<file path="src/design/tiir_pkg.sv">
package tiir_pkg;

  // Sample and coefficient formats
  localparam int SAMPLE_W   = 32;
  localparam int COEF_W     = 32;
  localparam int FRAC_SHIFT = 30;
  localparam int PROD_W     = SAMPLE_W + COEF_W;
  localparam int ACC_W      = PROD_W + 3;

  // Filter shape
  localparam int FF_TAPS    = 4;
  localparam int NUM_TAPS   = 7;
  localparam int RING_DEPTH = 4;
  localparam int SLOT_W     = 2;
  localparam int STEP_W     = 3;
  localparam int NUM_FIELDS = 3;
  localparam int AXES_DEF   = 3;

  localparam logic [STEP_W-1:0] LAST_STEP = STEP_W'(NUM_TAPS);

  // Configuration port
  localparam int CFG_IDX_W  = 3;
  localparam logic [CFG_IDX_W-1:0] CFG_FF_TAP0 = 3'd0;
  localparam logic [CFG_IDX_W-1:0] CFG_FF_TAP1 = 3'd1;
  localparam logic [CFG_IDX_W-1:0] CFG_FF_TAP2 = 3'd2;
  localparam logic [CFG_IDX_W-1:0] CFG_FF_TAP3 = 3'd3;
  localparam logic [CFG_IDX_W-1:0] CFG_FB_TAP1 = 3'd4;
  localparam logic [CFG_IDX_W-1:0] CFG_FB_TAP2 = 3'd5;
  localparam logic [CFG_IDX_W-1:0] CFG_FB_TAP3 = 3'd6;

  // Reset coefficients, in register index order
  localparam logic signed [COEF_W-1:0] TAP_RESET [NUM_TAPS] = '{
    32'sd20331301,
    32'sd60993904,
    32'sd60993904,
    32'sd20331301,
    -32'sd1866506888,
    32'sd1246925643,
    -32'sd291510168
  };

  localparam logic signed [ACC_W-1:0] ROUND_HALF = ACC_W'(1 << (FRAC_SHIFT - 1));
  localparam logic signed [SAMPLE_W-1:0] SAT_MAX = {1'b0, {(SAMPLE_W-1){1'b1}}};
  localparam logic signed [SAMPLE_W-1:0] SAT_MIN = {1'b1, {(SAMPLE_W-1){1'b0}}};

  // Sequencer to lane controls, shared by all lanes
  typedef struct packed {
    logic                       wr_in;
    logic [SLOT_W-1:0]          wr_slot;
    logic                       mac;
    logic                       acc_en;
    logic                       first;
    logic [SLOT_W-1:0]          rd_idx;
    logic                       rd_out;
    logic                       sub;
    logic signed [COEF_W-1:0]   coef;
    logic                       fin;
    logic [SLOT_W-1:0]          fin_slot;
  } tiir_ctrl_t;

endpackage

</file>
<file path="src/design/tiir_lane.sv">
module tiir_lane (
  input  logic                                 clk,
  input  logic                                 rst_n,
  input  tiir_pkg::tiir_ctrl_t                 ctrl,
  input  logic signed [tiir_pkg::SAMPLE_W-1:0] x_in,
  output logic signed [tiir_pkg::SAMPLE_W-1:0] y_out
);
  import tiir_pkg::*;

  logic signed [SAMPLE_W-1:0] xh_r [RING_DEPTH];
  logic signed [SAMPLE_W-1:0] yh_r [RING_DEPTH];
  logic signed [SAMPLE_W-1:0] hist_sel;
  logic signed [PROD_W-1:0]   prod_w, prod_r;
  logic                       sub_r;
  logic signed [ACC_W-1:0]    acc_r, acc_nxt;
  logic signed [ACC_W-1:0]    term_w, sum_w, shifted_w;
  logic [ACC_W-SAMPLE_W:0]    hi_bits;
  logic                       ovf;

  // History rings: input at accept, saturated output at finish
  always_ff @(posedge clk) begin
    if (!rst_n) begin
      for (int i = 0; i < RING_DEPTH; i++) begin
        xh_r[i] <= '0;
        yh_r[i] <= '0;
      end
    end else begin
      if (ctrl.wr_in) xh_r[ctrl.wr_slot] <= x_in;
      if (ctrl.fin) yh_r[ctrl.fin_slot] <= y_out;
    end
  end

  // One product per step, registered before the accumulate
  assign hist_sel = ctrl.rd_out ? yh_r[ctrl.rd_idx] : xh_r[ctrl.rd_idx];
  assign prod_w   = PROD_W'(ctrl.coef) * PROD_W'(hist_sel);

  always_ff @(posedge clk) begin
    if (ctrl.mac) begin
      prod_r <= prod_w;
      sub_r  <= ctrl.sub;
    end
  end

  // Accumulate; the rounding half is folded in with the first product
  assign term_w  = sub_r ? -ACC_W'(prod_r) : ACC_W'(prod_r);
  assign acc_nxt = (ctrl.first ? ROUND_HALF : acc_r) + term_w;

  always_ff @(posedge clk) begin
    if (ctrl.acc_en) acc_r <= acc_nxt;
  end

  // Last product, drop the fraction, clamp to the sample range
  assign sum_w     = acc_r + term_w;
  assign shifted_w = sum_w >>> FRAC_SHIFT;
  assign hi_bits   = shifted_w[ACC_W-1:SAMPLE_W-1];
  assign ovf       = !((&hi_bits) || !(|hi_bits));
  assign y_out     = ovf ? (shifted_w[ACC_W-1] ? SAT_MIN : SAT_MAX)
                         : shifted_w[SAMPLE_W-1:0];

endmodule

</file>
<file path="config.mk">
export PLATFORM = sky130hd
export DESIGN_NAME = tiir_lane
export DESIGN_NICKNAME = d
export VERILOG_FILES = /design/src/design/tiir_pkg.sv /design/src/design/tiir_lane.sv
export SDC_FILE = /design/constraint.sdc
export NUM_CORES = 2
export LEC_CHECK = 0
export BUFFER_PORTS_ARGS = -buffer_cell sky130_fd_sc_hd__buf_2
export CORE_AREA = 5 5 500 502
export DETAILED_ROUTE_END_ITERATION = 16
export DIE_AREA = 0 0 505 507
export SLEW_MARGIN = 20
export SYNTH_ARGS = -nofsm -noshare
export SYNTH_HDL_FRONTEND = slang
export SYNTH_SLANG_ARGS = --single-unit
</file>
<file path="constraint.sdc">
create_clock -name clk -period 12.8 [get_ports clk]
set_input_delay 2.56 -clock clk [delete_from_list [all_inputs] [get_ports clk]]
set_output_delay 2.56 -clock clk [all_outputs]
set_load 0.02 [all_outputs]
</file>
# Word-level counts from Yosys, hierarchy flattened
# Memory sizes are Yosys's and may differ from the RTL's.
# Index checks and enable logic that the tools add are counted.
# word_totals
regBits	132
ram_bits	256
inputBits	79
output_inout_bits	32
elab_cells	33
mem_count	2
# op_classes
add_sub_neg	3
n_mul	1
n_mux	18
reduce_logical	6
# mem_list
name	depth	word_bits	read_ports	rd_clocked_by_memory_dff	wr	line	source
xh_r	4	32	1	0	4	tiir_lane.sv:10	logic signed [SAMPLE_W-1:0] xh_r [RING_DEPTH];
yh_r	4	32	1	0	4	tiir_lane.sv:11	logic signed [SAMPLE_W-1:0] yh_r [RING_DEPTH];
# ops
op	n
2-to-1 mux 32 bit	5
adder 67 bit	2
2-to-1 mux 67 bit	2
negation 64 -> 67 bit	1
multiplier 32 x 32 -> 64 bit	1
OR reduction 32 bit	2
2-to-1 mux 1 bit	9
AND reduction 6 bit	1
OR reduction 6 bit	1
2-to-1 mux 2 bit	2
logical NOT 1 bit	1
logical OR 1 bit	1

# Depth between registers and ports, before layout
# logic_depth
depth_word	8
mapped_depth	33
depth_no_buf	30

# Worst setup path after synthesis
# No wires, ideal clock.
# synth_path
path_type	input-to-reg
from	in ctrl[37] (netlist bit)
to	reg prod_r[61] (data pin)
setup_ns	0.261
arrival_ns	11.726
slack_ns	0.813
path_stages	30
path_cell_list	clkbuf_1 -> buf_1 -> mux4_2 -> mux2_2 -> clkbuf_1 -> nand2_1 -> inv_1 -> fa_1 -> fa_1 -> fa_1 -> inv_1 -> fa_1 -> inv_1 -> fa_1 -> inv_1 -> fa_1 -> fa_1 -> fa_1 -> inv_1 -> ha_1 -> a21o_1 -> a21oi_1 -> o21bai_1 -> a21o_1 -> a21oi_1 -> nand3b_1 -> o21ai_0 -> o2bb2ai_1 -> nor3_1 -> a311o_1
# synth_via
elab_chain_cells	3
word_cells_on_any_way	4
# synth_rtl
element	line	source
start, declared	tiir_lane.sv:4	input tiir_pkg::tiir_ctrl_t ctrl,
memory read (4 x 32 bit), on equally long branches	-	
2-to-1 mux 32 bit (*)	tiir_lane.sv:34	assign hist_sel = ctrl.rd_out ? yh_r[ctrl.rd_idx] : xh_r[ctrl.rd_idx];
multiplier 32 x 32 -> 64 bit (*)	tiir_lane.sv:35	assign prod_w = PROD_W'(ctrl.coef) * PROD_W'(hist_sel);
net prod_w[61]	tiir_lane.sv:13	logic signed [PROD_W-1:0] prod_w, prod_r;
end signal, assigned	tiir_lane.sv:39	prod_r <= prod_w;
end, declared	tiir_lane.sv:13	
# Mark *: on every way through the listed nets, which the timed path passes. The rest lies on a longest branch.
# A chain may end at the register's enable or synchronous reset.

# Worst setup path in the final report
# layout_path
from	in ctrl[37] (netlist bit)
to	reg prod_r[51] (data pin)
# Same word-level chain as after synthesis.

==> metrics <==
clock root buffer clkbuf_16; global route overflow 0; fin nets 7477; Worst-Skew Late Latency 600 ps; Tcrit/Tclk final 0.941; Async SR Flop Fraction 0; Post-DRT Antenna Nets 0; Worst-Margin Slew 1180 ps; GPL Wtd Cong 0.876; commonest cells in the netlist fa_1 (1083), inv_1 (1026), nand2_1 (629); IO Pins 111; Iteration-0 DRC Markers 3529; ys flop type edfxtp_1; critical path type input port to flop; buffers added on ports 110; Area growth, synth to finish 9.03%; relative slew slack 0.209; 1st-pass router iterations 6; Max Clk Rate 83.0 MHz; Vert. Die Dim 507 um; row cnt 182; initial antenna violation count 25; Seq/Total Area, Yosys 0.192; via count 44000; Core Box Area 245000 sq um; post-CTS sizing 0; total track usage 0.137; fin crit period 12040 ps; YS warnings 0; leading area contributor after synthesis fa_1; Hold/Removal Path Class flop to flop; Worst EP required 13180 ps; Critical Path Start Type input port; Synth Instances 6080; Die Wd 505 um; Synth area leaders fa_1 (36%), edfxtp_1 (19%), ha_1 (6.5%); Syn Area/Cell 10.0 sq um; CTS buffer count 41; synthesized flop and latch total 388; clock slew at reported path FFs 60 ps; CTS sink cnt 388; CP arrival 12420 ps; Die ar. 256000 sq um; Max clock buf depth 3; count leader, synth fa_1; Worst Setup End Kind flop; Final Slew Violations 0; setup_tns 0 ps; Residual DRC 0; post-synth top area share 0.356; first-pass GRT wire length 278000 um; TritonCTS clock tree built; syn nets 7558; vias in the first global route 46900; H-tree level count 2; vias per inst 4.75; crit path max fanout 31; Worst Skew 23.3 ps; multi-input logic area 44300 sq um; DR WL/cell 19.2 um; Netlist cell types 84; Mapped Area 60800 sq um; DP Wirelength 140000 um; flip-flop and latch area 11700 sq um; status finished, final reports clean; Post-synth EDFFs 388; number of fill cells 25600; Initial Util 0.248; final-report hold violation count 0; routed wire length 178000 um; RSZ-0062 raised after global routing false; setup bufs post-CTS 0; largest net degree at the start of global routing 68; hold buffers post-CTS 0; Max Cap Viol 0; Final setup viols 0; layout cell share with drive strength beyond 1 0.0637
cell type report:
cell class | instances | area share
tap | 3220 | 0.0608
timing repair buffer | 187 | 0.0181
antenna | 7 | 0.000264
sequential | 388 | 0.176
clock buffer | 44 | 0.0156
multi-input combinational | 4355 | 0.667
inverter | 1026 | 0.0581
clock inverter | 25 | 0.00408
sequential cells by signal (all words and copies together), names as in the netlist:
| signal | cells |
|---|---|
| xh_r | 128 |
| acc_r | 67 |
| sub_r | 1 |
| yh_r | 128 |
| prod_r | 64 |
final timing paths:
| kind | start | end | slack (ps) | depth (start not counted) |
|---|---|---|---|---|
| setup reg to reg | xh_r[3][16] | prod_r[51] | 3030 | 26 |
| hold reg to reg | prod_r[0] | acc_r[0] | 700 | 1 |
| hold / removal | prod_r[0] | acc_r[0] | 700 | 1 |
| setup / recovery | ctrl[37] | prod_r[51] | 760 | 28 |
cells by family (layout without fill, tap and decap cells):
kind of cell / Yosys count / after routing / share of synthesized area
xor gates and xnor gates: 223 / 223 / 0.0322
other: 0 / 7 / 0
adders and majority gates: 1399 / 1399 / 0.421
muxes: 101 / 101 / 0.0303
buffers and inverters: 1337 / 1282 / 0.0831
and+or+nand+nor: 1820 / 1820 / 0.155
DFF: 388 / 388 / 0.192
AOI/OAI and AO/OA: 812 / 812 / 0.0862
critical path: stages:
cell	delay (ps)
buf_4	270
buf_12	310
mux4_2	610
mux2i_4	650
buf_4	380
nor2b_1	90
fa_1	490
inv_1	60
fa_1	480
fa_1	490
inv_1	50
fa_1	490
inv_1	50
fa_1	590
fa_1	460
fa_1	480
fa_1	500
inv_1	40
ha_1	450
nand2_1	160
or4_1	660
nor2_1	350
o21ai_0	330
a21oi_1	420
a31oi_1	240
o21ai_0	260
a21oi_1	120
xnor2_1	310
cell usage in the layout (no fill, tap or decap), types with 56 or more instances in the layout:
| cell | count |
|---|---|
| fa_1 | 1083 |
| inv_1 | 1026 |
| nand2_1 | 629 |
| and2_1 | 388 |
| edfxtp_1 | 388 |
| ha_1 | 316 |
| nor2b_1 | 312 |
| a21oi_1 | 242 |
| xnor2_1 | 162 |
| nor2_1 | 145 |
| o21ai_0 | 140 |
| a21o_1 | 111 |
| buf_2 | 109 |
| o31ai_1 | 74 |
| buf_4 | 73 |
| mux4_2 | 64 |
| xor2_1 | 60 |
| nand3_1 | 57 |
| nor3_1 | 56 |
per-layer routing:
| metal | wire length (um) | track usage | vias up |
|---|---|---|---|
| met4 | 4380 | 0.0269 | 6 |
| met2 | 86600 | 0.237 | 1499 |
| met1 | 75300 | 0.185 | 22900 |
| met5 | 41 | 0 | - |
| met3 | 11500 | 0.0178 | 270 |
| li1 | - | - | 19300 |
per-stage QoR:
step	util	std cells	worst slack [ps]	hold slack, ps	area [sq um]
4_1_cts	0.271	9245	964	703	66300
2_1_floorplan	-	6080	813	610	60800
5_1_grt	0.271	9245	666	739	66300
3_5_place_dp	0.265	9176	361	690	65000
3_3_place_gp	0.265	9175	435	671	65000
6_report	0.271	9252	759	695	66300
Power is not shown: default switching activity piles up to over one toggle a cycle in this logic, so the estimate is an artifact.
