## config.mk

```make
export PLATFORM = sky130hd
export DESIGN_NAME = tiir_merge
export DESIGN_NICKNAME = d
export VERILOG_FILES = /design/src/design/tiir_pkg.sv /design/src/design/tiir_merge.sv
export SDC_FILE = /design/constraint.sdc
export NUM_CORES = 1
export LEC_CHECK = 0
export ABC_CLOCK_PERIOD_IN_PS = 950
export BUFFER_PORTS_ARGS = -buffer_cell sky130_fd_sc_hd__buf_2
export CELL_PAD_IN_SITES_DETAIL_PLACEMENT = 1
export CELL_PAD_IN_SITES_GLOBAL_PLACEMENT = 1
export CORE_MARGIN = 2
export CORE_UTILIZATION = 32
export DETAILED_ROUTE_END_ITERATION = 8
export PLACE_DENSITY_LB_ADDON = 0.2
export SLEW_MARGIN = 30
export SYNTH_ARGS = -nofsm -noshare
export SYNTH_HDL_FRONTEND = slang
export SYNTH_SLANG_ARGS = --single-unit
```

## constraint.sdc

```tcl
create_clock -name clk -period 0.95 [get_ports clk]
set_clock_uncertainty 0.05 [all_clocks]
set_input_delay 0.0475 -clock clk [delete_from_list [all_inputs] [get_ports clk]]
set_output_delay 0.0475 -clock clk [all_outputs]
set_load 0.01 [all_outputs]
```

## src/design/tiir_pkg.sv

```systemverilog
package tiir_pkg;

  // Sample and coefficient formats
  localparam int SAMPLE_W   = 32;
  localparam int COEF_W     = 32;
  localparam int FRAC_SHIFT = 30;
  localparam int PROD_W     = SAMPLE_W + COEF_W;
  localparam int ACC_W      = PROD_W + 3;

  // Filter shape
  localparam int FF_TAPS    = 4;
  localparam int NUM_TAPS   = 7;
  localparam int RING_DEPTH = 4;
  localparam int SLOT_W     = 2;
  localparam int STEP_W     = 3;
  localparam int NUM_FIELDS = 3;
  localparam int AXES_DEF   = 3;

  localparam logic [STEP_W-1:0] LAST_STEP = STEP_W'(NUM_TAPS);

  // Configuration port
  localparam int CFG_IDX_W  = 3;
  localparam logic [CFG_IDX_W-1:0] CFG_FF_TAP0 = 3'd0;
  localparam logic [CFG_IDX_W-1:0] CFG_FF_TAP1 = 3'd1;
  localparam logic [CFG_IDX_W-1:0] CFG_FF_TAP2 = 3'd2;
  localparam logic [CFG_IDX_W-1:0] CFG_FF_TAP3 = 3'd3;
  localparam logic [CFG_IDX_W-1:0] CFG_FB_TAP1 = 3'd4;
  localparam logic [CFG_IDX_W-1:0] CFG_FB_TAP2 = 3'd5;
  localparam logic [CFG_IDX_W-1:0] CFG_FB_TAP3 = 3'd6;

  // Reset coefficients, in register index order
  localparam logic signed [COEF_W-1:0] TAP_RESET [NUM_TAPS] = '{
    32'sd20331301,
    32'sd60993904,
    32'sd60993904,
    32'sd20331301,
    -32'sd1866506888,
    32'sd1246925643,
    -32'sd291510168
  };

  localparam logic signed [ACC_W-1:0] ROUND_HALF = ACC_W'(1 << (FRAC_SHIFT - 1));
  localparam logic signed [SAMPLE_W-1:0] SAT_MAX = {1'b0, {(SAMPLE_W-1){1'b1}}};
  localparam logic signed [SAMPLE_W-1:0] SAT_MIN = {1'b1, {(SAMPLE_W-1){1'b0}}};

  // Sequencer to lane controls, shared by all lanes
  typedef struct packed {
    logic                       wr_in;
    logic [SLOT_W-1:0]          wr_slot;
    logic                       mac;
    logic                       acc_en;
    logic                       first;
    logic [SLOT_W-1:0]          rd_idx;
    logic                       rd_out;
    logic                       sub;
    logic signed [COEF_W-1:0]   coef;
    logic                       fin;
    logic [SLOT_W-1:0]          fin_slot;
  } tiir_ctrl_t;

endpackage

```

## src/design/tiir_merge.sv

```systemverilog
module tiir_merge #(
  parameter int AXES = tiir_pkg::AXES_DEF
) (
  input  logic                                 clk,
  input  logic                                 rst_n,
  input  logic                                 fin,
  input  logic signed [tiir_pkg::SAMPLE_W-1:0] lane_res [AXES],
  input  logic                                 out_ready,
  output logic                                 out_valid,
  output logic signed [tiir_pkg::SAMPLE_W-1:0] fields [tiir_pkg::NUM_FIELDS]
);
  import tiir_pkg::*;

  logic                       valid_r, valid_nxt;
  logic signed [SAMPLE_W-1:0] data_r [AXES];

  // Hold the result beat until taken
  always_comb begin
    valid_nxt = valid_r;
    if (fin) valid_nxt = 1'b1;
    else if (out_ready) valid_nxt = 1'b0;
  end

  always_ff @(posedge clk) begin
    if (!rst_n) valid_r <= 1'b0;
    else valid_r <= valid_nxt;
  end

  always_ff @(posedge clk) begin
    if (fin) begin
      for (int a = 0; a < AXES; a++) data_r[a] <= lane_res[a];
    end
  end

  assign out_valid = valid_r;

  // Fields without a lane read as zero
  for (genvar f = 0; f < NUM_FIELDS; f++) begin : g_field
    if (f < AXES) begin : g_lane
      assign fields[f] = data_r[f];
    end else begin : g_zero
      assign fields[f] = '0;
    end
  end

endmodule

```

### After elaboration in Yosys (flattened, before gate mapping)

Memories as Yosys holds them, arrays and structs flattened.
Cells that the tools add are included.

* register bits after elaboration: 1
* RAM bits: 96
* bits of input ports: 100
* output and inout port bits: 97
* logic and storage cells: 7
* memories kept: 1

Memories
* data_r: depth 3, bits a word 32, rd ports 3, clocked after memory_dff 0, write ports 3, line tiir_merge.sv:15 `logic signed [SAMPLE_W-1:0] data_r [AXES];`

* mux-type cells: 4
* reduce and logical (&&, ||, !) cells: 1

Operators with widths (number)
* 2-to-1 mux 1 bit: 4
* nonzero test 2 bit: 1

### Depth between registers and ports, before layout

Gate-level depths: netlist of the first run.

* word-level depth: 2
* gate-level depth with buffers: 2
* depth with buffers taken out: 2

### Worst setup path before layout of the first run

No wires, ideal clock.

* path type: reg-to-reg
* start: reg out_valid (netlist name)
* end: reg valid_r (netlist: out_valid)
* arrival time: 0.585 ns
* required time: 0.785 ns
* path slack: 0.200 ns
* stages on the path, launching flop included: 3
* buffers on the path: 0
* clock period less this slack: 0.750 ns
* cell sequence: dfxtp_1 > nor2b_4 > o21a_1

RTL lines
* end signal, assigned: line tiir_merge.sv:26 `else valid_r <= valid_nxt;`
* end, declared: line tiir_merge.sv:14 `logic valid_r, valid_nxt;`

==> results of run 1 <==
==> logic make-up after synthesis <==
| kind of cell | Yosys count | synth area share (%) |
|---|---|---|
| AOI/OAI and AO/OA | 1 | 0.257 |
| DFF | 97 | 99.3 |
| and+or+nand+nor | 1 | 0.471 |
==> report_power, final <==
group / switching [W] / total [W] / leakage, nW / internal [W]
clock: 0.00137 / 0.00309 / 0.117 / 0.00173
sequential: 0.0000910 / 0.00516 / 0.948 / 0.00507
combinational: 0.000536 / 0.00121 / 1.25 / 0.000670
==> through the flow <==
stage | std cells | hold WS (ps) | total power, W
6_report | 524 | 26.6 | 0.00946
5_1_grt | 524 | 14.4 | 0.00980
3_5_place_dp | 411 | 176 | 0.00611
2_1_floorplan | 99 | 96.4 | 0.00545
3_3_place_gp | 411 | 173 | 0.00609
4_1_cts | 524 | 15.4 | 0.00949
==> per-layer routing <==
metal	part of all wire (%)	up-vias	track usage, %	routed length (um)
met5	0	-	0	0
met3	8.0	23	5.83	740
met4	2.6	0	8.75	244
met2	56	129	35.6	5170
li1	-	1026	-	-
met1	33	1046	18.3	3090
==> what timing repair did <==
action | CTS | global route
endpoints found under the hold margin | 97 | 0
setup endpoints to repair | 96 | 97
resized for setup | 0 | 4
cloned | 0 | 0
hold buffers | 98 | 0
==> synthesized netlist by cell type <==
master | number | area (um^2)
edfxtp_1 | 96 | 2880
o21a_1 | 1 | 7.51
dfxtp_1 | 1 | 20.0
nor2b_4 | 1 | 13.8
==> registers in the layout, summed over array words and instances (netlist names) <==
name	cells
out_valid	1
data_r	96
==> cell type report <==
type | instances | area [um^2]
Fill cell | 841 | 3430
Sequential cell | 97 | 2900
Timing Repair Buffer | 302 | 2080
Tap cell | 108 | 135
Clock buffer | 9 | 124
Clock inverter | 6 | 108
Multi-Input combinational cell | 2 | 21.3
==> path summary, 6_finish.rpt <==
| kind | start | end | slack (ps) | cells past startpoint |
|---|---|---|---|---|
| setup / recovery | data_r[0][46] | fields[46] | -90 | 1 |
| hold / removal | fin | data_r[0][65] | 30 | 1 |
| setup reg to reg | out_valid | out_valid | 210 | 2 |
| hold reg to reg | out_valid | out_valid | 520 | 2 |
==> metrics.md, run 1 <==
| Metric | Value |
|---|---|
| Post-layout min period | 1040 ps |
| Final setup violation count | 86 |
| Vias post-DR | approximately 2200 |
| Register area share after synthesis | 99.3% |
| DP HPWL | 5360 um |
| Crit start category | flip-flop |
| Setup ws final | -87.2 ps |
| Initial DRC count | 51 |
| Initial antenna violation count | 0 |
| Number of port buffers | 196 |
| I/O pin count | 197 |
| Vias in the first global route | 2604 |
| Required time worst endpoint | 850 ps |
| CTS max path bufs | 2 |
| Max Slew Vio Count | 0 |
| Leak | 2.31 nW |
| Detailed Route WL | 9250 um |
| Pre-antenna DRT Iters | 4 |
| Pwr dens | 1760 mW/mm^2 |
| Pre-CTS worst setup slack | 74.6 ps |
| Final Hold Viols | 0 |
| Synth Cell Area | 0.00292 mm^2 |
| Most frequent cells in the layout | buf_2 (192), dlygate4sd3_1 (98), edfxtp_1 (96) |
| # diodes | 0 |
| Num CTS Buffers | 9 |
| Root buf cell | clkbuf_8 |
| Fin Setup TNS | -1810 ps |
| Worst-margin pin slew | approximately 230 ps |
| Core area | a little under 0.009 mm^2 |
| CP Max Fanout | 1 |
| Max-Cap Viols | 0 |
| Cells after Synth | 99 |
| Routed length per instance | between 15 and 20 um |
| Cell Area, Placed | 0.00414 mm^2 |
| Crit-path cells | buf_2 |
| Largest net degree at the start of global routing | 25 |
| Die Footprint | between 0.009 and 0.01 mm^2 |
| Synthesized area per cell | 29.5 um^2 |
| Commonest non-fill, non-tap cell in the layout | buf_2 |
| Final instance area | 0.00537 mm^2 |
| CP Capture Type | primary output |
| Routability congestion estimate | 0.754 |
| Synth-to-Final Area Change | 83.7% |
| CP bufs+invs | 1 |
| CP top delay family | flip-flops |
| Nets@finish | 512 |
| Vias per cell | 4.24 |
| Share of layout cells above drive strength 1 | ~53% |
| Initial core utilization | between 30% and 40% |
| #FFs+latches synth | 97 |
| Post-route clock period utilization | 109% |
| Tightest Hold Check Type | input port to flip-flop |
| Drt drc | 0 |
| VDD IR max | 1.03 mV |
| Postcts setup bufs | 0 |
| Setup Crit Path Kind | flip-flop to primary output |
| RSZ-0062 raised after global routing | yes |
| Row count | 34 |
| Antenna-violating nets left | 0 |
| Die Y | roughly 100 um |
| Max-slew headroom | 84.6% |
| H-tree lvl count | 3 |
| CTS tree | yes |
| Final Util | 61.0% |
| Critical Path Max Stage Delay | around 420 ps |
| Outcome | finished, violations left |
| CTS sink count | 97 |
| Clk Latency, worst-skew pair | 340 ps |
| Ys Warns | 0 |
| Fmax | 0.964 GHz |
| GRT overflow | 0 |
| Library cells used by synthesis | 4 |
| Failing checks | negative setup slack |
| First-pass GRT wire length | 13700 um |
| Critical Path AT | 940 ps |
| Clk pin slew, worst setup/hold paths | 100 ps |
| Die W | 99.6 um |
| Total track usage | 18.8% |
| Synthesized Nets | 199 |
| Slowest CP cell | edfxtp_1 |
Power figures use the tool's default switching activity.
==> run 2: changes to the inputs <==
--- a/config.mk
+++ b/config.mk
@@ -13,6 +13,7 @@
 export CORE_UTILIZATION = 32
 export DETAILED_ROUTE_END_ITERATION = 8
 export PLACE_DENSITY_LB_ADDON = 0.2
+export SETUP_SLACK_MARGIN = 0.2
 export SLEW_MARGIN = 30
 export SYNTH_ARGS = -nofsm -noshare
 export SYNTH_HDL_FRONTEND = slang
==> constraint.sdc (replaced) <==
create_clock -name clk -period 0.95 [get_ports clk]
set_clock_uncertainty 0.05 [all_clocks]
set_input_delay 0.1425 -clock clk [delete_from_list [all_inputs] [get_ports clk]]
set_output_delay 0.1425 -clock clk [all_outputs]
set_load 0.01 [all_outputs]
==> run 2 against run 1 <==
Effect of this change:
- the run still ends with negative setup slack left
- clock-buffer cell count is the same
- flip-flop and latch count unchanged
- combinational power is essentially flat
- final area down 0.42%
- worst setup slack got worse by 95 ps
- largest power group unchanged
==> metrics.md, run 2 (synthesis results as in run 1) <==
| Metric | Value |
|---|---|
| Tightest Hold Check Type | input port to flip-flop |
| Final cell count without fillers | 522 (-0.38%) |
| Slowest CP cell | edfxtp_1 |
| First-pass GRT wire length | 13300 um (-2.5%) |
| Drt drc | 0 (unchanged) |
| Initial antenna violation count | 0 (unchanged) |
| CP Max Fanout | 1 (unchanged) |
| Post-route clock period utilization | 119% (+10 points) |
| Most frequent cells in the layout | buf_2 (193), edfxtp_1 (96), dlygate4sd3_1 (89) |
| Combinational share of power | 13.2% (+0.5 points) |
| Largest net degree at the start of global routing | 24 (-4.0%) |
| Vias in the first global route | 2484 (-4.6%) |
| R2R Setup Slk | 180 ps (-30 ps) |
| CP bufs+invs | 1 (unchanged) |
| Crit-path cells | buf_2 |
| GRT overflow | 0 (unchanged) |
| Routability congestion estimate | 0.766 (+1.6%) |
| Worst-margin pin slew | 242 ps (+9.97 ps) |
| Setup Crit Path Kind | flip-flop to primary output |
| R2R depth | 2 (unchanged) |
| Clk pin slew, worst setup/hold paths | 100 ps (about the same) |
| Post-layout min period | 1130 ps (+95.1 ps) |
| Synth-to-Final Area Change | 83.0% |
| CTS tree | yes |
| Hold EP | out_valid |
| Detailed Route WL | 8890 um (-3.8%) |
| Max-Cap Viols | 0 (unchanged) |
| Initial core utilization | 33.2% (unchanged) |
| VDD IR max | 0.880 mV (-14%) |
| Vias post-DR | 2168 (-2.5%) |
| Fmax | 0.883 GHz (-8.4%) |
| Row count | 34 (unchanged) |
| I/O pin count | 197 (unchanged) |
| Pwr dens | 1700 mW/mm^2 (-3.3%) |
| Largest register FFs | 96 (unchanged) |
| Leak | 2.36 nW (+2.2%) |
| Reg2reg start | out_valid |
| Cell Area, Placed | 0.00414 mm^2 (about the same) |
| Final setup violation count | 97 (+13%) |
| CTS sink count | 97 (unchanged) |
| Post-Place Cells | 409 (-0.49%) |
| Failing checks | negative setup slack |
| Num CTS Buffers | 9 (unchanged) |
| RSZ-0062 raised after global routing | yes |
| Routed length per instance | 17.0 um (-3.5%) |
| Number of port buffers | 196 (unchanged) |
| Clock share of power | 30.2% (-2.5 points) |
| Internal cell power | 0.00701 W (-6.1%) |
| Flop pwr share | 56.6% (+2.0 points) |
| CTS max path bufs | 2 (unchanged) |
| Die W | 99.6 um (unchanged) |
| CP Capture Type | primary output |
| Final instance area | 0.00535 mm^2 (-0.42%) |
| Max Slew Vio Count | 0 (unchanged) |
| Reg2reg end | out_valid |
| Final Hold Viols | 0 (unchanged) |
| Commonest non-fill, non-tap cell in the layout | buf_2 |
| Total track usage | 18.1% (-0.62 points) |
| Outcome | finished, violations left |
| Critical Path Max Stage Delay | 430 ps (about the same) |
| Required time worst endpoint | 760 ps (-90 ps) |
| Share of layout cells above drive strength 1 | 53.1% (+0.26 points) |
| Initial DRC count | 56 (+9.8%) |
| Fin Hold WS | 90.6 ps (+64.1 ps) |
| CP top delay family | flip-flops |
| # diodes | 0 (unchanged) |
| Antenna-violating nets left | 0 (unchanged) |
| Die Y | 99.6 um (unchanged) |
| H-tree lvl count | 3 (unchanged) |
| Clk Latency, worst-skew pair | 330 ps (about the same) |
| Root buf cell | clkbuf_8 |
| Switching power total | 0.00210 W (+5.4%) |
| Vias per cell | 4.15 (-2.1%) |
| HP Start | out_ready |
| Setup ws final | -182 ps (-95.1 ps) |
| Reg with most FFs | data_r |
| Pre-antenna DRT Iters | 4 (unchanged) |
| Critical Path AT | 940 ps (about the same) |
| Sw Ratio | 23.1% (+2.0 points) |
| Nets@finish | 509 (-0.59%) |
| Crit start category | flip-flop |
| Core area | 0.00881 mm^2 (unchanged) |
| Hold path depth | 3 (+2) |
| Max-slew headroom | 83.9% (-0.66 points) |
| Die Footprint | 0.00992 mm^2 (unchanged) |
run 2: changes by cell type in the layout (fill, tap and decap cells not counted):
cell / before / now
buf_12: 3 / 4
inv_8: 0 / 2
buf_6: 3 / 2
bufinv_16: 3 / 1
inv_6: 0 / 2
dlymetal6s4s_1: 0 / 8
buf_4: 6 / 3
buf_2: 192 / 193
clkinv_1: 1 / 0
dlygate4sd3_1: 98 / 89
run 2: cell type report:
type,instances,area [um^2]
Tap cell,108,135
Timing Repair Buffer,299,2080
Multi-Input combinational cell,2,21.3
Sequential cell,97,2900
Clock inverter,7,83.8
Fill cell,873,3460
Clock buffer,9,124
run 2: repair_timing:
action / in CTS / in global routing
buffers inserted: 0 / 0
resized for setup: 2 / 9
hold buffers: 97 / 0
endpoints found under the setup margin: 97 / 106
hold endpoints to repair: 97 / 0
pin swaps: 1 / 1
run 2: metrics by stage:
step | total power (W) | util, % | worst slack (ps) | setup TNS (ps)
4_1_cts | 0.00919 | 60.5 | -175 | -12910
5_1_grt | 0.00949 | 60.8 | -222 | -15520
3_5_place_dp | 0.00611 | 47.0 | -14.2 | -667
6_report | 0.00911 | 60.8 | -182 | -10640
3_3_place_gp | 0.00609 | 47.0 | -2.61 | -32.6
2_1_floorplan | 0.00545 | - | 200 | 0
run 2: per-layer routing:
metal / global-route usage, % / part of all wire [%]
met5: 0 / 0
met4: 6.85 / 1.8
met3: 5.20 / 7.5
met1: 19.8 / 36
met2: 33.2 / 55
run 2: worst max-delay path by stage:
stage	start	to	slack, ps	cells after the start
4_1_cts	data_r[0][29]	fields[93]	-180	1
3_5_place_dp	fin	data_r[0][36]	-10	2
3_3_place_gp	fin	data_r[0][52]	-3	2
5_1_grt	data_r[0][65]	fields[1]	-220	1
6_report	data_r[0][65]	fields[1]	-180	1
2_1_floorplan	out_valid	out_valid	200	2
run 2: power groups by stage:
stage | sequential (W) | combinational, W | clock (W)
floorplan | 0.00545 | 0.00000583 | 0
global placement | 0.00524 | 0.000851 | 0
detailed placement | 0.00525 | 0.000866 | 0
CTS | 0.00515 | 0.00118 | 0.00285
global route | 0.00520 | 0.00129 | 0.00301
finish | 0.00516 | 0.00120 | 0.00275
