[src/design/tiir_pkg.sv]
package tiir_pkg;

  // Sample and coefficient formats
  localparam int SAMPLE_W   = 32;
  localparam int COEF_W     = 32;
  localparam int FRAC_SHIFT = 30;
  localparam int PROD_W     = SAMPLE_W + COEF_W;
  localparam int ACC_W      = PROD_W + 3;

  // Filter shape
  localparam int FF_TAPS    = 4;
  localparam int NUM_TAPS   = 7;
  localparam int RING_DEPTH = 4;
  localparam int SLOT_W     = 2;
  localparam int STEP_W     = 3;
  localparam int NUM_FIELDS = 3;
  localparam int AXES_DEF   = 3;

  localparam logic [STEP_W-1:0] LAST_STEP = STEP_W'(NUM_TAPS);

  // Configuration port
  localparam int CFG_IDX_W  = 3;
  localparam logic [CFG_IDX_W-1:0] CFG_FF_TAP0 = 3'd0;
  localparam logic [CFG_IDX_W-1:0] CFG_FF_TAP1 = 3'd1;
  localparam logic [CFG_IDX_W-1:0] CFG_FF_TAP2 = 3'd2;
  localparam logic [CFG_IDX_W-1:0] CFG_FF_TAP3 = 3'd3;
  localparam logic [CFG_IDX_W-1:0] CFG_FB_TAP1 = 3'd4;
  localparam logic [CFG_IDX_W-1:0] CFG_FB_TAP2 = 3'd5;
  localparam logic [CFG_IDX_W-1:0] CFG_FB_TAP3 = 3'd6;

  // Reset coefficients, in register index order
  localparam logic signed [COEF_W-1:0] TAP_RESET [NUM_TAPS] = '{
    32'sd20331301,
    32'sd60993904,
    32'sd60993904,
    32'sd20331301,
    -32'sd1866506888,
    32'sd1246925643,
    -32'sd291510168
  };

  localparam logic signed [ACC_W-1:0] ROUND_HALF = ACC_W'(1 << (FRAC_SHIFT - 1));
  localparam logic signed [SAMPLE_W-1:0] SAT_MAX = {1'b0, {(SAMPLE_W-1){1'b1}}};
  localparam logic signed [SAMPLE_W-1:0] SAT_MIN = {1'b1, {(SAMPLE_W-1){1'b0}}};

  // Sequencer to lane controls, shared by all lanes
  typedef struct packed {
    logic                       wr_in;
    logic [SLOT_W-1:0]          wr_slot;
    logic                       mac;
    logic                       acc_en;
    logic                       first;
    logic [SLOT_W-1:0]          rd_idx;
    logic                       rd_out;
    logic                       sub;
    logic signed [COEF_W-1:0]   coef;
    logic                       fin;
    logic [SLOT_W-1:0]          fin_slot;
  } tiir_ctrl_t;

endpackage

[src/design/tiir_ctrl.sv]
module tiir_ctrl (
  input  logic                                   clk,
  input  logic                                   rst_n,
  input  logic                                   in_valid,
  output logic                                   in_ready,
  input  logic                                   out_valid,
  input  logic                                   out_ready,
  input  logic                                   cfg_we,
  input  logic [tiir_pkg::CFG_IDX_W-1:0]         cfg_idx,
  input  logic [tiir_pkg::COEF_W-1:0]            cfg_wdata,
  output tiir_pkg::tiir_ctrl_t                   ctrl
);
  import tiir_pkg::*;

  logic signed [COEF_W-1:0] coef_r [NUM_TAPS];
  logic                     busy_r, busy_nxt;
  logic [STEP_W-1:0]        step_r, step_nxt;
  logic [SLOT_W-1:0]        ring_slot_r, ring_slot_nxt;
  logic [SLOT_W-1:0]        cur_slot_r, cur_slot_nxt;
  logic                     accept;
  logic                     fin;
  logic [SLOT_W-1:0]        tap_k;

  // Coefficient registers; writes past the last tap are dropped
  always_ff @(posedge clk) begin
    if (!rst_n) begin
      for (int i = 0; i < NUM_TAPS; i++) coef_r[i] <= TAP_RESET[i];
    end else if (cfg_we && cfg_idx <= CFG_FB_TAP3) begin
      coef_r[cfg_idx] <= $signed(cfg_wdata);
    end
  end

  // Finish the beat once the output register can take it
  assign fin      = busy_r && (step_r == LAST_STEP) && (!out_valid || out_ready);
  assign in_ready = !busy_r || fin;
  assign accept   = in_valid && in_ready;

  always_comb begin
    busy_nxt      = busy_r;
    step_nxt      = step_r;
    ring_slot_nxt = ring_slot_r;
    cur_slot_nxt  = cur_slot_r;
    if (accept) begin
      busy_nxt      = 1'b1;
      step_nxt      = '0;
      cur_slot_nxt  = ring_slot_r;
      ring_slot_nxt = ring_slot_r + SLOT_W'(1);
    end else if (fin) begin
      busy_nxt = 1'b0;
    end else if (busy_r && step_r != LAST_STEP) begin
      step_nxt = step_r + STEP_W'(1);
    end
  end

  always_ff @(posedge clk) begin
    if (!rst_n) begin
      busy_r      <= 1'b0;
      step_r      <= '0;
      ring_slot_r <= '0;
      cur_slot_r  <= '0;
    end else begin
      busy_r      <= busy_nxt;
      step_r      <= step_nxt;
      ring_slot_r <= ring_slot_nxt;
      cur_slot_r  <= cur_slot_nxt;
    end
  end

  // Tap distance: feedforward steps look 0..3 back, feedback steps 1..3 back
  assign tap_k = (step_r < STEP_W'(FF_TAPS)) ? step_r[SLOT_W-1:0]
                                             : SLOT_W'(step_r - STEP_W'(FF_TAPS - 1));

  always_comb begin
    ctrl.wr_in    = accept;
    ctrl.wr_slot  = ring_slot_r;
    ctrl.mac      = busy_r && (step_r < LAST_STEP);
    ctrl.acc_en   = busy_r && (step_r != '0) && (step_r < LAST_STEP);
    ctrl.first    = (step_r == STEP_W'(1));
    ctrl.rd_idx   = cur_slot_r - tap_k;
    ctrl.rd_out   = (step_r >= STEP_W'(FF_TAPS));
    ctrl.sub      = (step_r >= STEP_W'(FF_TAPS));
    ctrl.coef     = (step_r < LAST_STEP) ? coef_r[step_r] : '0;
    ctrl.fin      = fin;
    ctrl.fin_slot = cur_slot_r;
  end

endmodule

[config.mk]
export PLATFORM = sky130hd
export DESIGN_NAME = tiir_ctrl
export DESIGN_NICKNAME = d
export VERILOG_FILES = /design/src/design/tiir_pkg.sv /design/src/design/tiir_ctrl.sv
export SDC_FILE = /design/constraint.sdc
export NUM_CORES = 1
export LEC_CHECK = 0
export ABC_AREA = 0
export BUFFER_PORTS_ARGS = -buffer_cell sky130_fd_sc_hd__buf_2
export CAP_MARGIN = 20
export CORE_MARGIN = 2
export CORE_UTILIZATION = 54
export DETAILED_ROUTE_END_ITERATION = 8
export GPL_TIMING_DRIVEN = 0
export HOLD_SLACK_MARGIN = 0.02
export PLACE_DENSITY = 0.74
export SLEW_MARGIN = 20
export SYNTH_ARGS = -nofsm -noshare
export SYNTH_HDL_FRONTEND = slang
export SYNTH_SLANG_ARGS = --single-unit
[constraint.sdc]
create_clock -name clk -period 8.25 [get_ports clk]
set_input_delay 0.4125 -clock clk [delete_from_list [all_inputs] [get_ports clk]]
set_output_delay 0.4125 -clock clk [all_outputs]
set_load 0.01 [all_outputs]
======== Word level (Yosys, flattened, before mapping) ========
Memories as Yosys holds them, arrays and structs flattened. A register that Yosys moved wholly into a read port is not among the register bits.
Cells that the tools add are included.
storage, ports and cells
  memories kept ........................... 1
  input bits .............................. 41
  memory bits (writable) .................. 224
  ROM bits ................................ 0
  output and inout port bits .............. 46
  bits in latches ......................... 0
  word-level logic and storage cells ...... 48
  register bits after elaboration ......... 8
cells by class
  bitwise operators ....................... 2
  eq/ne operators ......................... 3
  reduce and logical (&&, ||, !) cells .... 17
  multipliers ............................. 0
  shifts and indexed selects .............. 0
  divide/modulo/power cells ............... 0
  $add $sub $neg .......................... 4
  magnitude comparators ................... 4
  mux-type cells .......................... 13
memories
  memory  depth  width  rd ports  clocked after Yosys merged registers in  write ports  line             text
  coef_r  7      32     1         1                                        7            tiir_ctrl.sv:15  logic signed [COEF_W-1:0] coef_r [NUM_TAPS];
operators with widths
  operator               count
  $mux W32               2
  $reduce_or A32 Y1      1
  $mux W3                3
  $logic_and A1 B1 Y1    8
  $mux W1                7
  $lt A3 B3 Y1 const B   2
  $add A3 B1 Y3 const B  1
  $eq A3 B1 Y1 const B   1
  $eq A3 B3 Y1 const B   1
  $ge A3 B3 Y1 const B   1
  $le A3 B3 Y1 const B   1
  $ne A3 B3 Y1 const B   1
  $reduce_bool A3 Y1     1
  $add A2 B1 Y2 const B  1
  $logic_not A1 Y1       2
  $logic_or A1 B1 Y1     2
  $mux W2                1
  $not A1 Y1             2
  $reduce_and A2 Y1      1
  $reduce_bool A2 Y1     1
  $reduce_or A2 Y1       1
  $sub A2 B2 Y2          1
  $sub A2 B2 Y2 const B  1

======== Longest topological paths before layout ========
Gate-level depths: netlist (run 1).
  depth in word-level cells ............... 7
  mapped depth ............................ 7
  depth with buffers taken out ............ 6

======== Worst setup path before layout (run 1) ========
OpenSTA, ideal clock, no wires.
  path kind ............................... input to register
  from .................................... input cfg_idx[2] in the netlist's numbering
  to ...................................... memory coef_r[3][0] (enable)
  slack ................................... 4.526 ns
  data required time ...................... 7.784 ns
  library setup time ...................... 0.466 ns
  arrival time ............................ 3.258 ns
  buffers on the path ..................... 2
  cell stages on the path ................. 4
  cells stage by stage .................... buf_2 -> nand2b_1 -> clkbuf_1 -> o21ai_0
RTL lines
  what             line             text
  start, declared  tiir_ctrl.sv:9   input logic [tiir_pkg::CFG_IDX_W-1:0] cfg_idx,
  end, declared    tiir_ctrl.sv:15

==> results of run 1 <==
==> flip-flops by register name, indices dropped and copies added (netlist names), named ones only <==
signal,cells
coef_r,256
step_r,3
cur_slot_r,2
ring_slot_r,2
busy_r,1
==> layout make-up <==
type	instances	area, um2
diodes	2	5.00
plain buffers	61	323
clock buffers	38	727
clock inverters	11	104
fillers	1551	7570
inverters	41	154
multi-input cells	452	3620
flip-flops and latches	267	7590
well taps	275	344
repair buffers	89	581
==> worst reg2reg max path: cells and delay by family (launching register included) <==
kind / cells / cell delay, ns
compound gates: 2 / 0.77
fa+ha+maj: 2 / 0.43
flops: 1 / 0.39
simple gates: 1 / 0.23
==> stage by stage <==
stage	hold slack (ns)	worst slack [ns]
2_1_floorplan	0.434	4.53
3_3_place_gp	0.448	2.19
3_5_place_dp	0.461	5.08
4_1_cts	0.181	5.16
5_1_grt	0.183	5.15
6_report	0.182	5.18
==> synthesized netlist by cell type (2+ instances only) <==
cell      count
edfxtp_1    224
mux4_2       64
nor2_1       58
nand2_1      49
dfxtp_1      43
and3_1       41
inv_1        41
a21oi_1      36
nand2b_1     35
a22o_1       32
clkbuf_1     27
buf_2        18
and2_1       16
o21ai_1      13
or3_1        13
nor2_2       10
nor3_1       10
o21ai_0      10
buf_4         9
buf_6         5
ha_1          5
nand3_1       5
nor2b_1       3
buf_1         2
xnor2_1       2
xor2_1        2
==> power by group through the flow <==
stage / sequential [mW] / combinational (mW) / clock, mW
2_1_floorplan: 1.59 / 0.164 / 0
3_3_place_gp: 1.59 / 0.253 / 0
3_5_place_dp: 1.59 / 0.269 / 0
4_1_cts: 1.57 / 0.270 / 1.17
5_1_grt: 1.57 / 0.288 / 1.22
6_report: 1.57 / 0.271 / 1.16
==> final timing paths <==
check / cells past startpoint / end / slack, ns
min reg2reg: 2 / coef_r[6][24] / 0.47
max reg2reg: 5 / step_r[1] / 6.34
max: 5 / ctrl[19] / 5.18
min: 3 / cur_slot_r[1] / 0.18
==> cells by family after synthesis <==
group           count (synthesis)  share of synthesized area, %
other cells                     1                        0.0325
fa+ha+maj                       5                         0.542
buf+inv                       102                          4.13
simple gates                  247                          11.1
flops                         267                          65.7
xor+xnor                        4                         0.303
compound gates                 99                          5.63
mux                            65                          12.6
==> layout by cell type (no fill, tap or decap), drive strengths merged, types with 35 or more instances in the layout <==
cell type  count
edfxtp       224
nand2b        35
inv           41
buf          123
mux4          64
a21oi         36
nand2         50
nor2          68
clkbuf        65
dfxtp         43
and3          41
==> routing by layer <==
layer,global-route usage (%),vias to the layer above,routed length (um)
met3,5.42,62,3470
met4,7.69,0,778
met5,0,-,0
met2,45.3,466,14900
li1,-,3225,-
met1,37.8,3663,11100
==> out/metrics.cfg, run 1 <==
[run_status]
status=finished, final reports clean

[timing]
drv_slew=0
rsz0062_at_grt=false
fin_setup_tns_ns=0
skew_ns=0.00340
period_minus_slack_ns=3.07
relSlewSlack_pct=36.0
setup_viol=0
worst_slew_pin_slew_ns=0.960
hold_viol_final=0
timing.fmax_mhz=326
fin_crit_sh_pct=37.2

[synth]
syn_inst=790
synth_area_mm2=0.0115
synth_area_leaders=edfxtp_1 58%, mux4_2 12%, dfxtp_1 7.5%, a22o_1 2.4%, and3_1 2.2%
synth_edf_count=224
ys_ff_latch=267
synth_top_area_share_pct=58.2
avgSynthCellArea_um2=14.6
yosysTopAreaCell=edfxtp_1
seq_area_frac_synth_pct=65.7
synth_cell_type_count=43
synthFlopType=edfxtp_1
async_reset_ff_share_pct=0
ys_warn_count=0

[routing]
drc=0
viasPerCell=6.00
drt_wl_total_mm=30.3
drt_iter0_drc=1076
avgRoutedWirePerCell_um=24.5
dr_total_vias=7416
ant_nets=0
drtPass1Iterations=5

[critical_path]
max_stage_delay_ns=0.75
cp.arrival_ns=2.66
cp_common_cell=buf_2
crit_chain=buf_2 -> clkbuf_1 -> mux4_2 -> a22o_1 -> buf_2
critical_path_class=register to output pin
crit_family=buffers and inverters
cp.required_ns=7.84
startpoint_type=register
crit_buf_inv=3
cp_slowest_cell=clkbuf_1
end_kind=output pin
r2r_start=step_r[0]
worstPathMaxFanout=10

[flow_run]
maxCapViolations=0

[pwr]
power_frac_clock_pct=38.8
seqPwrFrac_pct=52.2
power_switching_mw=0.668
p_comb_share_pct=9.0
p_leak_nw=5.08
p_total_mw=3.00
ir_drop_mv=0.142
powerDensity_mw_per_mm2=223
swShare_pct=22.3
internal-power_mw=2.33

[min_path]
min_from=in_valid
hold_path_class=input port to register

[clock_network]
ctsHoldBuffers=0
insertion_delay_ns=0.52
cts_setup_buffers=0
cts_root_buf=clkbuf_16
tritoncts=done
cts_buffer_depth=3
cts_max_level=1
clock-sinks=267
cts_buffers=27
clkSlewWorstSetupHoldPaths_ns=0.06
cts.repair.resized=0

[die]
initial_core_util_pct=54.9
die_h_um=150
num_rows=53
io-pin-count=87
fp.dieW_um=150
fp.dieArea_mm2=0.0226
core_mm2=0.0210

[global_routing]
first_global_vias=7427
grt.overflow.total=0
track_usage_pct=27.5
antenna_found_initial=1
grt_start_max_net_pins=20
grt_pass1_wl_mm=44.3

[cells_and_area]
final_core_util_pct=64.0
drive_above_1_share_pct=25.2
area_growth_pct=16.5
layout.nets=985
instances_no_fill=1236
final_area_mm2=0.0134

[place]
placed_cells=1185
numPortBuffers=83
placed_area_mm2=0.0126
place_congestion=0.834
dp_hpwl_mm=19.5

(Power assumes the default switching activity.)
==> inputs of run 2 (changes only) <==
PLACE_DENSITY = 0.77   (was 0.74)
clock period = 2.8 ns   (was 8.25 ns; I/O delays follow)
==> run 2 against run 1 <==
Compared with the run above: clock-buffer cell count fell by 2; global-route usage increased by 0.61 points; largest power group unchanged; critical path type unchanged; sequential power rose to 2.9 times the previous value; largest cell class unchanged.
==> out/metrics.cfg, run 2 (synthesized netlist as in run 1, its figures left out) <==
[routing]
drt_iter0_drc=1096  ; +1.9%
drt_wl_total_mm=30.9  ; +2.0%
dr_total_vias=7664  ; +3.3%
drc=0  ; unchanged
drtPass1Iterations=5  ; unchanged
avgRoutedWirePerCell_um=24.3  ; -0.61%
ant_nets=0  ; unchanged
viasPerCell=6.04  ; +0.74%

[clock_network]
cts_buffer_depth=3  ; unchanged
cts_max_level=1  ; unchanged
clkSlewWorstSetupHoldPaths_ns=0.06  ; about the same
cts_root_buf=clkbuf_16
clock-sinks=267  ; unchanged
insertion_delay_ns=0.54  ; +0.02 ns
cts_buffers=27  ; unchanged
tritoncts=done
cts_setup_buffers=0  ; unchanged

[critical_path]
startpoint_type=register
critical_path_class=register to output pin
cp.required_ns=2.66  ; -5.18 ns
crit_chain=buf_2 -> buf_1 -> mux4_2 -> a22o_1 -> buf_2
timing.rr.end=step_r[1]
r2r_start=step_r[0]
cp_slowest_cell=buf_1
cp.arrival_ns=2.59  ; -0.07 ns
crit_buf_inv=3  ; unchanged
worstPathMaxFanout=10  ; unchanged
crit_family=buffers and inverters
reg2reg_slack_ns=0.89  ; -5.45 ns
max_stage_delay_ns=0.65  ; -0.10 ns
cp_common_cell=buf_2
worstRegToRegCells=5  ; unchanged
end_kind=output pin

[cells_and_area]
antenna_cells=0  ; -2
multi_input_area_mm2=0.00362  ; unchanged
reg_top3=coef_r: 256 flops, step_r: 3 flops
largest-register=coef_r
area_growth_pct=19.5
layout_commonest_cell=edfxtp_1
layout.nets=1019  ; +3.5%
largest_register_ffs=256  ; unchanged
drive_above_1_share_pct=24.8  ; -0.46 points
final-seq-area_mm2=0.00759  ; unchanged
final.fill_count=1476  ; -4.8%
layout_common_cells=224 x edfxtp_1, 101 x buf_2, 64 x mux4_2

[die]
die_h_um=150  ; unchanged
core_mm2=0.0210  ; unchanged
fp.dieW_um=150  ; unchanged
io-pin-count=87  ; unchanged
num_rows=53  ; unchanged
initial_core_util_pct=54.9  ; unchanged
fp.dieArea_mm2=0.0226  ; unchanged

[flow_run]
maxCapViolations=0  ; unchanged

[pwr]
powerDensity_mw_per_mm2=652  ; +190%
p_leak_nw=5.24  ; +3.1%
ir_drop_mv=0.524  ; +270%

[timing]
hold_viol_final=0  ; unchanged
setup_viol=0  ; unchanged
whs_ns=0.0614  ; -0.121 ns
fin_crit_sh_pct=97.3
skew_ns=0.0110  ; +0.00764 ns
timing.fmax_mhz=367
drv_slew=0  ; unchanged
setup_slack_ns=0.0746  ; -5.11 ns
relSlewSlack_pct=35.8  ; -0.20 points
worst_slew_pin_slew_ns=0.963  ; +0.00293 ns
period_minus_slack_ns=2.73
rsz0062_at_grt=false

[run_status]
status=finished, final reports clean

[global_routing]
first_global_vias=7726  ; +4.0%
antenna_found_initial=1  ; unchanged
grt.overflow.total=0  ; unchanged
track_usage_pct=28.1  ; +0.61 points
grt_start_max_net_pins=23  ; +15%
grt_pass1_wl_mm=45.8  ; +3.2%

[min_path]
min_path_cells=3  ; unchanged
hold_path_class=input port to register
min_to=coef_r[0][0]
min_from=cfg_idx[1]

[place]
place_congestion=0.840  ; +0.76%
numPortBuffers=83  ; unchanged
dp_slack_ns=-0.0417  ; -5.12 ns
dp_hpwl_mm=19.6  ; +0.77%

-- run 2: cell types whose count changed in the layout (fill, tap and decap cells not counted), sizes merged --
| cell | change |
|---|---|
| clkbuf | -2 |
| dlygate4sd3 | +33 |
| inv | +1 |
| buf | +1 |
| bufinv | +1 |
| diode | -2 |
-- run 2: worst max-delay path by stage --
stage / to / cells past startpoint / from / slack (ns)
after floorplan: coef_r[3][0] / 4 / cfg_idx[2] / 0.22
after global placement: coef_r[3][3] / 4 / cfg_idx[2] / -1.32
after detailed placement: coef_r[4][1] / 7 / rst_n / -0.04
after CTS: ctrl[19] / 5 / register / 0.006
after global routing: ctrl[19] / 5 / step_r[2] / 0.01
final: ctrl[14] / 5 / register / 0.07
-- run 2: metrics by stage --
stage / TNS, ns / total power, mW / instance area, um2 / utilization, % / instances
after global placement: -125.38 / 5.43 / 12400 / 59.1 / 1179
after global routing: 0 / 9.21 / 13800 / 65.7 / 1268
after floorplan: 0 / 5.15 / 11700 / - / 821
final: 0 / 8.99 / 13800 / 65.7 / 1268
after detailed placement: -0.531 / 5.48 / 12600 / 60.0 / 1186
after CTS: 0 / 8.99 / 13800 / 65.7 / 1268
-- run 2: routing by layer --
metal / up-vias / track usage (%) / share of wire [%] / wire length [um]
met4: 0 / 8.92 / 3.4 / 1060
met2: 489 / 47.6 / 50 / 15300
met1: 3794 / 37.4 / 37 / 11300
met3: 90 / 4.88 / 10 / 3160
met5: - / 0 / 0 / 0
li1: 3291 / - / - / -
-- run 2: worst min-delay path, cell delays in order --
cell and delay (ns):
buf_4 0.16, nor4_2 0.11, nand2_1 0.07
-- run 2: final cells by class --
type | count | share of cell area (%)
plain buffers | 61 | 2.35
clock buffers | 36 | 5.21
clock inverters | 13 | 1.01
inverters | 41 | 1.11
multi-input cells | 452 | 26.3
flip-flops and latches | 267 | 55.0
well taps | 275 | 2.49
repair buffers | 123 | 6.60
-- run 2: what timing repair did --
action / in CTS / in global routing
hold buffers: 33 / 0
endpoints found under the hold margin: 197 / 0
resized for setup: 0 / 3
endpoints found under the setup margin: 0 / 10
-- run 2: report_power, final --
group / internal, mW / leakage, nW / switching, mW
clock: 2.07 / 0.422 / 1.47
sequential: 4.55 / 2.54 / 0.0710
combinational: 0.370 / 2.28 / 0.466
==> inputs of run 3 (changes only) <==
PLACE_DENSITY = 0.76   (was 0.77)
==> run 3 against run 2 <==
Compared with the run above: sequential power hardly changed; global-route usage is 0.54 points lower; final cell count hardly changed; power is 2.0% higher; largest cell class unchanged; largest power group unchanged.
==> out/metrics.cfg, run 3 (synthesized netlist as in run 1, its figures left out) <==
[run_status]
status=finished, final reports clean

[cells_and_area]
final_core_util_pct=65.8  ; +0.16 points
largest-register=coef_r
reg_top3=coef_r: 256 flops, step_r: 3 flops
final.fill_count=1450  ; -1.8%
layout_common_cells=224 x edfxtp_1, 101 x buf_2, 64 x mux4_2
final_area_mm2=0.0138  ; +0.24%
layout.nets=1018  ; -0.098%
instances_no_fill=1267  ; -0.079%
largest_register_ffs=256  ; unchanged
drive_above_1_share_pct=25.2  ; +0.45 points
layout_commonest_cell=edfxtp_1
area_growth_pct=19.8

[min_path]
min_to=coef_r[0][2]
min_path_cells=3  ; unchanged
min_from=cfg_idx[1]
hold_path_class=input port to register

[clock_network]
insertion_delay_ns=0.55  ; about the same
cts_root_buf=clkbuf_16
cts_buffer_depth=3  ; unchanged
tritoncts=done
cts_max_level=1  ; unchanged
cts_buffers=27  ; unchanged
clkSlewWorstSetupHoldPaths_ns=0.06  ; about the same
cts_setup_buffers=0  ; unchanged
clock-sinks=267  ; unchanged

[critical_path]
cp.arrival_ns=2.57  ; -0.02 ns
crit_buf_inv=3  ; unchanged
r2r_start=step_r[0]
crit_chain=buf_2 -> clkbuf_1 -> mux4_2 -> a22o_1 -> buf_2
cp.required_ns=2.66  ; about the same
cp_slowest_cell=clkbuf_1
crit_family=buffers and inverters
end_kind=output pin
worstPathMaxFanout=10  ; unchanged
critical_path_class=register to output pin
max_stage_delay_ns=0.63  ; -0.02 ns
startpoint_type=register
worstRegToRegCells=5  ; unchanged
cp.depth=5  ; unchanged
cp_common_cell=buf_2
reg2reg_slack_ns=0.94  ; +0.05 ns

[die]
num_rows=53  ; unchanged
io-pin-count=87  ; unchanged
die_h_um=150  ; unchanged
fp.dieArea_mm2=0.0226  ; unchanged
core_mm2=0.0210  ; unchanged
fp.dieW_um=150  ; unchanged
initial_core_util_pct=54.9  ; unchanged

[timing]
setup_viol=0  ; unchanged
hold_viol_final=0  ; unchanged
rsz0062_at_grt=false
whs_ns=0.0602  ; -0.00122 ns
fin_setup_tns_ns=0  ; unchanged
timing.fmax_mhz=369  ; +0.57%
worst_slew_pin_slew_ns=1.04  ; +0.0742 ns
skew_ns=0.0127  ; +0.00171 ns
drv_slew=0  ; unchanged
setup_slack_ns=0.0902  ; +0.0156 ns
period_minus_slack_ns=2.71  ; -0.0156 ns
relSlewSlack_pct=30.9  ; -4.9 points
fin_crit_sh_pct=96.8  ; -0.56 points

[pwr]
p_leak_nw=5.26  ; +0.36%
ir_drop_mv=0.464  ; -11%
powerDensity_mw_per_mm2=663  ; +1.8%
p_total_mw=9.17  ; +2.0%

[global_routing]
antenna_found_initial=1  ; unchanged
track_usage_pct=27.6  ; -0.54 points
grt_start_max_net_pins=24  ; +4.3%
grt.overflow.total=0  ; unchanged
first_global_vias=7491  ; -3.0%
grt_pass1_wl_mm=44.6  ; -2.5%

[routing]
drt_wl_total_mm=30.6  ; -0.93%
dr_total_vias=7629  ; -0.46%
drtPass1Iterations=7  ; +2
avgRoutedWirePerCell_um=24.1  ; -0.85%
drt_iter0_drc=945  ; -14%
viasPerCell=6.02  ; -0.38%
drc=0  ; unchanged
ant_nets=0  ; unchanged

[place]
dp_hpwl_mm=19.4  ; -1.2%
place_congestion=0.853  ; +1.6%
placed_cells=1185  ; -0.084%
placed_area_mm2=0.0126  ; -0.12%
numPortBuffers=83  ; unchanged
dp_slack_ns=0.00665  ; +0.0484 ns

[flow_run]
maxCapViolations=0  ; unchanged

## run 3: worst min-delay path: stages
cell	delay (ns)
buf_4	0.16
nor4_2	0.11
nand2_1	0.07
## run 3: worst max-delay path by stage
stage               slack (ns)             to
floorplan                 0.22   coef_r[3][0]
global placement         -1.28   coef_r[3][7]
detailed placement       0.007  coef_r[4][25]
CTS                       0.04       ctrl[19]
global route              0.01       ctrl[19]
finish                    0.09       ctrl[19]
## run 3: area by class of cell
type	count	area (um2)	area share (%)
Sequential cell	267	7590	54.8
Multi-Input combinational cell	452	3620	26.2
Timing Repair Buffer	122	896	6.47
Clock buffer	31	691	4.99
Tap cell	275	344	2.49
Buffer	61	325	2.35
Clock inverter	17	213	1.54
Inverter	41	154	1.11
Antenna cell	1	2.50	0.0181
## run 3: power by group
part / switching, mW / internal, mW / total, mW
registers: 0.0661 / 4.55 / 4.61
logic: 0.468 / 0.368 / 0.836
clock network: 1.51 / 2.22 / 3.73
## run 3: repair_timing
| item | 4_1_cts | 5_1_grt |
|---|---|---|
| endpoints found under the hold margin | 212 | 0 |
| hold buffers | 33 | 0 |
| resized for setup | 0 | 5 |
| endpoints found under the setup margin | 0 | 1 |
## run 3: metal layers
| metal | vias up | GRT usage (%) | part of all wire (%) | wire [um] |
|---|---|---|---|---|
| met5 | - | 0 | 0.043 | 13 |
| met4 | 2 | 8.68 | 2.7 | 825 |
| met3 | 62 | 5.42 | 10 | 3190 |
| met1 | 3843 | 37.8 | 38 | 11600 |
| met2 | 444 | 45.1 | 49 | 15000 |
| li1 | 3278 | - | - | - |
